### config.mk
export PLATFORM = sky130hd
export DESIGN_NAME = sha256_stream_hash
export DESIGN_NICKNAME = d
export VERILOG_FILES = /design/src/hdl/shs_pkg.sv /design/src/hdl/shs_sched.sv /design/src/hdl/shs_round.sv /design/src/hdl/sha256_stream_hash.sv
export SDC_FILE = /design/constraint.sdc
export NUM_CORES = 2
export LEC_CHECK = 0
export BUFFER_PORTS_ARGS = -buffer_cell sky130_fd_sc_hd__buf_4
export CAP_MARGIN = 30
export CELL_PAD_IN_SITES_DETAIL_PLACEMENT = 0
export CELL_PAD_IN_SITES_GLOBAL_PLACEMENT = 1
export CORE_ASPECT_RATIO = 0.5
export CORE_MARGIN = 1
export CORE_UTILIZATION = 37
export DETAILED_ROUTE_END_ITERATION = 8
export GPL_ROUTABILITY_DRIVEN = 0
export HOLD_SLACK_MARGIN = 0.02
export PLACE_DENSITY_LB_ADDON = 0.08
export SETUP_SLACK_MARGIN = 0.2
export SYNTH_ARGS = -nofsm -noshare
export SYNTH_HDL_FRONTEND = slang
export SYNTH_SLANG_ARGS = --single-unit
### constraint.sdc
create_clock -name clk_i -period 34.1 [get_ports clk_i]
set_clock_uncertainty 0.15 [all_clocks]
set_input_delay 0 -clock clk_i [delete_from_list [all_inputs] [get_ports clk_i]]
set_output_delay 0 -clock clk_i [all_outputs]
set_load 0.02 [all_outputs]
### src/hdl/shs_pkg.sv
// Shared types, constants and bit functions of the SHA-256 stream hash.
package shs_pkg;

  typedef logic [31:0] word_t;
  typedef word_t hash_t [8];

  // Control from the sequencer to the schedule and round units.
  typedef struct packed {
    logic append;  // shift one byte into the block store
    logic init;    // load the working variables from the chaining words
    logic step;    // run one compression round
  } ctl_t;

  localparam hash_t HashInit = '{
    32'h6a09e667, 32'hbb67ae85, 32'h3c6ef372, 32'ha54ff53a,
    32'h510e527f, 32'h9b05688c, 32'h1f83d9ab, 32'h5be0cd19
  };

  localparam word_t RoundK [64] = '{
    32'h428a2f98, 32'h71374491, 32'hb5c0fbcf, 32'he9b5dba5,
    32'h3956c25b, 32'h59f111f1, 32'h923f82a4, 32'hab1c5ed5,
    32'hd807aa98, 32'h12835b01, 32'h243185be, 32'h550c7dc3,
    32'h72be5d74, 32'h80deb1fe, 32'h9bdc06a7, 32'hc19bf174,
    32'he49b69c1, 32'hefbe4786, 32'h0fc19dc6, 32'h240ca1cc,
    32'h2de92c6f, 32'h4a7484aa, 32'h5cb0a9dc, 32'h76f988da,
    32'h983e5152, 32'ha831c66d, 32'hb00327c8, 32'hbf597fc7,
    32'hc6e00bf3, 32'hd5a79147, 32'h06ca6351, 32'h14292967,
    32'h27b70a85, 32'h2e1b2138, 32'h4d2c6dfc, 32'h53380d13,
    32'h650a7354, 32'h766a0abb, 32'h81c2c92e, 32'h92722c85,
    32'ha2bfe8a1, 32'ha81a664b, 32'hc24b8b70, 32'hc76c51a3,
    32'hd192e819, 32'hd6990624, 32'hf40e3585, 32'h106aa070,
    32'h19a4c116, 32'h1e376c08, 32'h2748774c, 32'h34b0bcb5,
    32'h391c0cb3, 32'h4ed8aa4a, 32'h5b9cca4f, 32'h682e6ff3,
    32'h748f82ee, 32'h78a5636f, 32'h84c87814, 32'h8cc70208,
    32'h90befffa, 32'ha4506ceb, 32'hbef9a3f7, 32'hc67178f2
  };

  function automatic word_t ror(input word_t x, input int unsigned s);
    return (x >> s) | (x << (32 - s));
  endfunction

  function automatic word_t big_sigma0(input word_t x);
    return ror(x, 2) ^ ror(x, 13) ^ ror(x, 22);
  endfunction

  function automatic word_t big_sigma1(input word_t x);
    return ror(x, 6) ^ ror(x, 11) ^ ror(x, 25);
  endfunction

  function automatic word_t small_sigma0(input word_t x);
    return ror(x, 7) ^ ror(x, 18) ^ (x >> 3);
  endfunction

  function automatic word_t small_sigma1(input word_t x);
    return ror(x, 17) ^ ror(x, 19) ^ (x >> 10);
  endfunction

endpackage

### src/hdl/shs_sched.sv
// Block store that doubles as the message schedule window.
module shs_sched import shs_pkg::*; (
  input  logic       clk_i,
  input  ctl_t       ctl_i,
  input  logic [7:0] byte_i,
  output word_t      w_o
);

  // Word j of the block sits at bits [511-32j -: 32]; bytes enter at the bottom.
  logic [511:0] buf_q, buf_d;
  word_t        w_new;

  assign w_o = buf_q[511:480];

  always_comb begin
    w_new = buf_q[511:480] + small_sigma0(buf_q[479:448]) + buf_q[223:192]
            + small_sigma1(buf_q[63:32]);
    buf_d = buf_q;
    if (ctl_i.append) begin
      buf_d = {buf_q[503:0], byte_i};
    end else if (ctl_i.step) begin
      buf_d = {buf_q[479:0], w_new};
    end
  end

  always_ff @(posedge clk_i) begin
    buf_q <= buf_d;
  end

endmodule

### src/hdl/shs_round.sv
// Working variables and the shared compression round unit.
module shs_round import shs_pkg::*; (
  input  logic       clk_i,
  input  ctl_t       ctl_i,
  input  hash_t      chain_i,
  input  word_t      w_i,
  input  logic [5:0] rnd_i,
  output hash_t      v_o
);

  hash_t v_q;
  word_t t1, t2, choose, major;

  assign v_o = v_q;

  always_comb begin
    choose = (v_q[4] & v_q[5]) ^ (~v_q[4] & v_q[6]);
    major  = (v_q[0] & v_q[1]) ^ (v_q[0] & v_q[2]) ^ (v_q[1] & v_q[2]);
    t1     = v_q[7] + big_sigma1(v_q[4]) + choose + RoundK[rnd_i] + w_i;
    t2     = big_sigma0(v_q[0]) + major;
  end

  always_ff @(posedge clk_i) begin
    if (ctl_i.init) begin
      v_q <= chain_i;
    end else if (ctl_i.step) begin
      v_q[7] <= v_q[6];
      v_q[6] <= v_q[5];
      v_q[5] <= v_q[4];
      v_q[4] <= v_q[3] + t1;
      v_q[3] <= v_q[2];
      v_q[2] <= v_q[1];
      v_q[1] <= v_q[0];
      v_q[0] <= t1 + t2;
    end
  end

endmodule

### src/hdl/sha256_stream_hash.sv
// Top level of the SHA-256 stream hash: sequencer, chaining words and digest output.
//
// Usage: the input channel carries one request per message byte. byte_present_i
// marks a real byte in data_byte_i, and message_end_i closes the message after
// that byte, so a request with only message_end_i set hashes an empty message.
// A plain byte that does not complete a 64-byte block is taken without a stall
// and in_ready_o stays high. The byte that completes a block starts a
// compression (64 rounds in one shared round unit, then the chaining add),
// during which in_ready_o is low.
// At message end the block pads itself one byte at a time: the 0x80 marker,
// zeros up to byte 56 of the block and the eight bytes of the bit length,
// each through the same byte path, with one or two compressions.
// The digest then leaves on the output channel as eight requests, word 0
// first, last_word_o set on word 7; a stalled receiver simply holds the
// current word and the block waits. After word 7 is taken the chaining words,
// fill count and length return to their initial values and in_ready_o rises.
// The wait from end request to first digest word is set by the byte-serial
// padding and the shared round unit.
// Reset (rst_ni low, asynchronous) loads the SHA-256 initial hash values and
// leaves the block idle and ready.
module sha256_stream_hash import shs_pkg::*; (
  input  logic        clk_i,
  input  logic        rst_ni,
  input  logic        in_valid_i,
  output logic        in_ready_o,
  input  logic [7:0]  data_byte_i,
  input  logic        byte_present_i,
  input  logic        message_end_i,
  output logic        out_valid_o,
  input  logic        out_ready_i,
  output logic [31:0] digest_word_o,
  output logic [2:0]  word_index_o,
  output logic        last_word_o
);

  localparam logic [2:0] StIdle   = 3'd0;
  localparam logic [2:0] StPad80  = 3'd1;
  localparam logic [2:0] StPadZ   = 3'd2;
  localparam logic [2:0] StPadLen = 3'd3;
  localparam logic [2:0] StRound  = 3'd4;
  localparam logic [2:0] StFinal  = 3'd5;
  localparam logic [2:0] StOut    = 3'd6;

  logic [2:0]  state_q, state_d;
  logic [2:0]  ret_q, ret_d;     // where to go after a compression
  logic [5:0]  fill_q, fill_d;
  logic [5:0]  rnd_q, rnd_d;
  logic [2:0]  idx_q, idx_d;
  logic [63:0] total_q, total_d; // byte count, then bit length during padding
  hash_t       chain_q, chain_d;
  hash_t       v;
  word_t       w;
  ctl_t        ctl;
  logic [7:0]  app_byte;

  shs_sched u_sched (
    .clk_i  (clk_i),
    .ctl_i  (ctl),
    .byte_i (app_byte),
    .w_o    (w)
  );

  shs_round u_round (
    .clk_i   (clk_i),
    .ctl_i   (ctl),
    .chain_i (chain_q),
    .w_i     (w),
    .rnd_i   (rnd_q),
    .v_o     (v)
  );

  assign in_ready_o    = (state_q == StIdle);
  assign out_valid_o   = (state_q == StOut);
  assign digest_word_o = chain_q[idx_q];
  assign word_index_o  = idx_q;
  assign last_word_o   = (idx_q == 3'd7);

  always_comb begin
    state_d    = state_q;
    ret_d      = ret_q;
    fill_d     = fill_q;
    rnd_d      = rnd_q;
    idx_d      = idx_q;
    total_d    = total_q;
    chain_d    = chain_q;
    ctl        = '0;
    app_byte   = 8'h00;

    unique case (state_q)
      StIdle: begin
        if (in_valid_i) begin
          if (byte_present_i) begin
            ctl.append = 1'b1;
            app_byte   = data_byte_i;
            fill_d     = fill_q + 6'd1;
            total_d    = total_q + 64'd1;
          end
          if (byte_present_i && fill_q == 6'd63) begin
            // The block is full: compress, then pad if the message also ends.
            ctl.init = 1'b1;
            rnd_d    = 6'd0;
            state_d  = StRound;
            ret_d    = message_end_i ? StPad80 : StIdle;
          end else if (message_end_i) begin
            state_d = StPad80;
          end
        end
      end
      StPad80: begin
        ctl.append = 1'b1;
        app_byte   = 8'h80;
        fill_d     = fill_q + 6'd1;
        total_d    = {total_q[60:0], 3'b000};
        if (fill_q == 6'd63) begin
          ctl.init = 1'b1;
          rnd_d    = 6'd0;
          state_d  = StRound;
          ret_d    = StPadZ;
        end else begin
          state_d = StPadZ;
        end
      end
      StPadZ: begin
        if (fill_q == 6'd56) begin
          state_d = StPadLen;
        end else begin
          ctl.append = 1'b1;
          fill_d     = fill_q + 6'd1;
          if (fill_q == 6'd63) begin
            ctl.init = 1'b1;
            rnd_d    = 6'd0;
            state_d  = StRound;
            ret_d    = StPadZ;
          end
        end
      end
      StPadLen: begin
        ctl.append = 1'b1;
        app_byte   = total_q[63:56];
        total_d    = {total_q[55:0], 8'h00};
        fill_d     = fill_q + 6'd1;
        if (fill_q == 6'd63) begin
          ctl.init = 1'b1;
          rnd_d    = 6'd0;
          state_d  = StRound;
          ret_d    = StOut;
        end
      end
      StRound: begin
        ctl.step = 1'b1;
        rnd_d    = rnd_q + 6'd1;
        if (rnd_q == 6'd63) begin
          state_d = StFinal;
        end
      end
      StFinal: begin
        for (int j = 0; j < 8; j++) begin
          chain_d[j] = chain_q[j] + v[j];
        end
        idx_d   = 3'd0;
        state_d = ret_q;
      end
      StOut: begin
        if (out_ready_i) begin
          idx_d = idx_q + 3'd1;
          if (idx_q == 3'd7) begin
            chain_d = HashInit;
            total_d = 64'd0;
            fill_d  = 6'd0;
            state_d = StIdle;
          end
        end
      end
      default: begin
        state_d = StIdle;
      end
    endcase
  end

  always_ff @(posedge clk_i or negedge rst_ni) begin
    if (!rst_ni) begin
      state_q <= StIdle;
      ret_q   <= StIdle;
      fill_q  <= 6'd0;
      rnd_q   <= 6'd0;
      idx_q   <= 3'd0;
      total_q <= 64'd0;
      chain_q <= HashInit;
    end else begin
      state_q <= state_d;
      ret_q   <= ret_d;
      fill_q  <= fill_d;
      rnd_q   <= rnd_d;
      idx_q   <= idx_d;
      total_q <= total_d;
      chain_q <= chain_d;
    end
  end

  // The input side is closed while a digest is being delivered.
  a_out_excludes_in: assert property (@(posedge clk_i) disable iff (!rst_ni)
    out_valid_o |-> !in_ready_o)
    else $error("input ready while digest is pending");

  // Taking the last digest word returns the block to idle.
  a_last_to_idle: assert property (@(posedge clk_i) disable iff (!rst_ni)
    (out_valid_o && out_ready_i && last_word_o) |=> in_ready_o)
    else $error("block not ready after last digest word");

  // The round loop always ends in the chaining add.
  a_round_end: assert property (@(posedge clk_i) disable iff (!rst_ni)
    (state_q == StRound && rnd_q == 6'd63) |=> (state_q == StFinal))
    else $error("round loop did not reach the chaining add");

  // A byte that neither fills the block nor ends the message does not stall the input.
  a_plain_byte: assert property (@(posedge clk_i) disable iff (!rst_ni)
    (in_valid_i && in_ready_o && byte_present_i && !message_end_i
     && fill_q != 6'd63) |=> in_ready_o)
    else $error("plain byte stalled the input");

endmodule
After elaboration in Yosys (flattened, before gate mapping)
Memory sizes are Yosys's and may differ from the RTL's. Cells that the tools add are included.

Output and inout bits: 38. Bits in read-only memories: 2048. Word-level logic and storage cells: 170. Memories: 1. Input port bits: 14. Register bits: 1109.

Memories: (no name shown) (words 64, bits a word 32, rd ports 1, clocked after Yosys merged registers in 0, wr ports 0, line shs_round.sv:19) `t1 = v_q[7] + big_sigma1(v_q[4]) + choose + RoundK[rnd_i] + w_i;`.

Magnitude comparators: 2. Multiplexer cells: 57. $add $sub $neg: 22. Eq/ne operators: 19. Reductions and logical operators: 17. Bitwise operators: 29.

Operators with widths (count): 256-bit 2-to-1 mux (4); 512-bit 2-to-1 mux (2); 32-bit adder (18); 256-bit case mux with 2 select lines (1); 32-bit XOR (9); 64-bit 2-to-1 mux (4); 64-bit case mux with 4 select lines (1); 32-bit bitwise AND (5); 32-bit 2-to-1 mux (4); 32-bit binary-select mux with 3-bit select (1); 64-bit by 1-bit adder with 64-bit output, second input constant (1); 6-bit 2-to-1 mux (9); 6-bit case mux with 4 select lines (2); 3-bit 2-to-1 mux (15); 32-bit NOT (1); 10-bit by 32-bit OR with 32-bit output (1); 13-bit by 32-bit OR with 32-bit output (1); 14-bit by 32-bit OR with 32-bit output (1); 15-bit by 32-bit OR with 32-bit output (1); 19-bit by 32-bit OR with 32-bit output (1); 21-bit by 32-bit OR with 32-bit output (1); 25-bit by 32-bit OR with 32-bit output (1); 26-bit by 32-bit OR with 32-bit output (1); 30-bit by 32-bit OR with 32-bit output (1); 34 further kinds (60).

Longest topological paths before layout
Depth in word-level cells: 10. Gate-level depth with buffers: 41. Gate-level depth less buffers: 39.

Cells and area by module
A second synthesis with hierarchy kept.

Cells, all modules: 7381. Area, all modules: 78307.6 µm².

By module, submodules not included: sha256_stream_hash (instances 1, area each 28574.9 µm², sequential area each 8703.3 µm², cells an instance 3291); shs_sched (instances 1, area each 25933.6 µm², sequential area each 15374.7 µm², cells an instance 1656); shs_round (instances 1, area each 23799.1 µm², sequential area each 7687.4 µm², cells an instance 2434).

Worst setup path after synthesis
Ideal clock, no wire load.

Path kind: register -> register. Start point: register state_q[2]. End point: register rnd_q[5]. Cell stages (with the launch flop): 8. Slack: 18.216 ns. Arrival time: 15.656 ns. Required time: 33.872 ns. Setup time: 0.078 ns. Path through: dfrtp_1 clkbuf_1 clkbuf_1 nor2_1 a21oi_1 nand3_1 or3_1 a21oi_1.

Cells in the longest elaborated chain, start to end: 4.

Ends and longest elaborated chain: start: declaration (line sha256_stream_hash.sv:44) `logic [2:0] state_q, state_d;`; start signal: assignment (line sha256_stream_hash.sv:182) `state_q <= StIdle;`; start signal: assignment (line sha256_stream_hash.sv:190) `state_q <= state_d;`; 3-bit by 2-bit == test with 1-bit output / 3-bit by 1-bit == test with 1-bit output (equally long branches) (line sha256_stream_hash.sv:89) `unique case (state_q)`; 2-bit OR reduction (no source line); 4-bit nonzero test (no source line); 4-bit AND reduction (no source line); end signal: assignment (line sha256_stream_hash.sv:193) `rnd_q <= rnd_d;`; end: declaration (line sha256_stream_hash.sv:47) `logic [5:0] rnd_q, rnd_d;`.

Parallel ways exist; a longest one is shown, timed or not. A chain may end at the register's enable or synchronous reset.

Final worst setup path
Start point: register rnd_q[1]. End point: register u_round.v_q, in the netlist u_round.v_o[255], data pin.

Cells in the longest elaborated chain, start to end: 9.

Ends and longest elaborated chain: 6-bit NOT with 7-bit output (implied by the code) (line shs_round.sv:19); memory read 64 x 32 bit; 32-bit 2-to-1 mux (implied by the code) (2 in series) (line shs_round.sv:19); 32-bit adder (2 in series) (line shs_round.sv:19); 32-bit adder (line shs_round.sv:34) `v_q[0] <= t1 + t2;`; 256-bit 2-to-1 mux (line shs_round.sv:26) `end else if (ctl_i.step) begin`; 256-bit 2-to-1 mux (line shs_round.sv:24) `if (ctl_i.init) begin`; end signal: assignment (line shs_round.sv:25) `v_q <= chain_i;`; end: declaration (line shs_round.sv:11) `hash_t v_q;`.

No other way between the ends. The select of a mux whose other input is x is not followed.

==> reports/qor.yml <==
port_buffers: 51
ant_nets: 0
rrSetupSlack_ns: 23.65
hold_violations: 0
start_util_pct: 37.5
syn_inst: 8529
setup_viol: 0
cts_tree: "done"
htreeDepth: 3
wl_per_cell_um: 24.0
mappedNetlistNets: 9133
std_cell_rows: 117
drt-initial-drc-count: 5746
synth_area_sq_um: 76800
r2r_cells: 34
outcome: "finished clean"
drt-pass1-iter-count: 6
fillerInstances: 20400
synth_edf_count: 768
critPathCaptureType: "flip-flop"
grt_pass1_wl_um: 397000
ys_types: 99
grt_pass1_vias: 58700
period_share_pct: 30.6
setup.worst_path.class: "reg2reg"
grt_start_max_net_pins: 169
crit_start: "rnd_q[1]$_DFFE_PN0P_"
cts_root_buf: "clkbuf_16"
ys_async_sr_fraction_pct: 30.7
slew_headroom_pct: 32.9
wl_um: 267000
yosys.area.top_type: "edfxtp_1"
core-area_sq_um: 205000
stdcell_area_sq_um: 84000
dp_hpwl_um: 192000
tightest_slew_ns: 0.998
period_needed_ns: 10.45
synth-seq-cells: 1109
cts_buffers: 116
cts_setup_buffers: 0
clk_latency_ns: 0.80
reg2reg_to: "u_round.v_o[255]$_DFFE_PP_"
design.final.nets: 8926
worst_path_most_repeated_cell: "fa_1"
worst_ep_required_time_ns: 34.58
arrival_ns: 10.93
slew_violations: 0
ys_top_cells_by_area: "edfxtp_1, nand2_1, dfrtp_1, ha_1, fa_1"
post_dp_cell_area_sq_um: 79600
track_usage_pct: 25.1
cp_max_fo: 19
r2r-start: "rnd_q[1]$_DFFE_PN0P_"
setup_tns_ns: 0
drive_above_1_share_pct: 7.93
timing.fmax_ghz: 0.0957
post-route-drc-count: 0
clk_pin_slew_worst_paths_ns: 0.07
clock-sinks: 1109
clk_path_buf_depth: 3
io_pins: 52
slowest_stage: "dfrtp_1"
ys.flop_type: "edfxtp_1"
vias: 61300
syn_avg_cell_area_sq_um: 9.00
antenna_found_initial: 5
fp.dieW_um: 646
synthToLayoutAreaGrowth_pct: 9.44
max_cap_violations: 0
seq_area_sq_um: 31800
worstSetupEndpoint: "u_round.v_o[255]$_DFFE_PP_"
grt.overflow.total: 0
multi_input_area_sq_um: 42200
via_per_inst: 5.49
yosysSeqAreaShare_pct: 41.4
synth-warning-count: 0
dieArea_sq_um: 209000
crit_path_start_kind: "flip-flop"
hold_path_class: "in2reg"
die_h_um: 324
synth_top_area_share_pct: 30.0
rsz0062_at_grt: "no"
crit_path_max_incr_delay_ns: 0.81
[layout make-up]
class                   instances  share of cell area (%)
clock buffers                 133                    3.58
repair buffers                173                    1.87
diodes                          1                 0.00298
flip-flops and latches       1109                    37.8
inverters                     284                    1.27
well taps                    2737                    4.08
clock inverters                83                    1.17
multi-input cells            6638                    50.2
[timing repair]
| item | in CTS | in global routing |
|---|---|---|
| hold buffers | 29 | 0 |
| hold endpoints to repair | 210 | 0 |
| resized for setup | 0 | 0 |
[cell usage in the layout (no fill, tap or decap), types with 62 or more instances in the layout]
master        n
mux4_2       70
inv_1       282
nor3_1      113
o21a_1       62
xnor2_1     375
o21ai_0     591
nand3_1     152
dfstp_2     136
a31oi_1      64
fa_1        195
nand2b_1     63
a21o_1      155
nand2_1    2435
ha_1        395
a21oi_1     602
buf_4       130
nor2_1      381
edfxtp_1    768
xor2_1      200
clkbuf_16   116
dfrtp_1     197
[Yosys cell counts (11+ instances only)]
library cell and count:
o21a_1 62, dfrtp_1 205, a21boi_0 11, maj3_1 23, nand3_1 153, mux2_2 61, clkbuf_1 455, buf_1 40
nand2b_1 65, o311ai_0 17, nor4_1 14, fa_1 195, a21oi_1 604, xor2_1 200, or3_1 30, mux2i_1 19
and2_1 14, nand2_1 2439, a21o_1 155, a311oi_1 23, inv_1 282, dfstp_2 136, nor2b_1 57, a22oi_1 11
o21ai_0 591, ha_1 395, mux4_2 70, a41oi_1 13, a221oi_1 11, and3_1 53, a211oi_1 46, o22a_1 22
o31ai_1 42, o2111ai_1 12, a211o_1 17, nor2_1 385, a31oi_1 64, nand4_1 34, xnor2_1 375, o211ai_1 33
o21bai_1 33, nor3_1 113, edfxtp_1 768
[cell families after synthesis]
kind of cell,after synthesis,synth area share (%)
AND/OR/NAND/NOR,3418,18.4
adder cells (fa/ha/maj),613,11.8
multiplexers,150,3.20
buffers and inverters,782,3.83
AO/OA/AOI/OAI,1880,14.8
XOR/XNOR,577,6.61
flip-flops,1109,41.4
[flip-flops by register name (all words and copies together) (netlist names)]
register       flops
u_sched.buf_q    512
chain_q          256
word_index_o       3
state_q            3
rnd_q              6
fill_q             6
ret_q              3
total_q           64
u_round.v_o      256
[per-stage QoR]
stage | setup WS, ns | util [%] | instances | hold WS [ns]
detailed placement | 23.68 | 38.9 | 10900 | -0.142
floorplan | 18.22 | - | 8529 | -0.446
global route | 22.93 | 41.0 | 11200 | 0.146
global placement | 23.75 | 38.8 | 10900 | -0.142
finish | 23.65 | 41.0 | 11200 | 0.105
CTS | 23.68 | 41.0 | 11200 | 0.0591
[worst min-delay path by stage]
stage           startpoint  depth (start not counted)                        to
3_3_place_gp        rst_ni                          1  chain_q[190]$_DFFE_PN0P_
4_1_cts        out_ready_i                          5    state_q[1]$_DFFE_PN0P_
2_1_floorplan       rst_ni                          0  chain_q[103]$_DFFE_PN0P_
6_report       out_ready_i                          5    state_q[1]$_DFFE_PN0P_
5_1_grt        out_ready_i                          5    state_q[1]$_DFFE_PN0P_
3_5_place_dp        rst_ni                          1  chain_q[190]$_DFFE_PN0P_
[metal layers]
layer,vias to the layer above,global-route usage [%],wire length (um)
met5,-,0,0
met4,0,5.30,6130
met3,322,4.11,15500
met2,1586,37.9,114000
met1,30200,37.6,132000
li1,29200,-,-
[worst max-delay path: cells and delay by family, from the launching register on]
family,cells,cell delay (ns)
AND/OR/NAND/NOR,3,0.50
flip-flops,1,0.81
buffers and inverters,4,0.65
AO/OA/AOI/OAI,17,3.92
XOR/XNOR,2,0.69
adder cells (fa/ha/maj),8,3.55
Power is left out: the tool's default activity adds up to more than one toggle a clock period on the data nets, which glitch-free logic cannot reach.
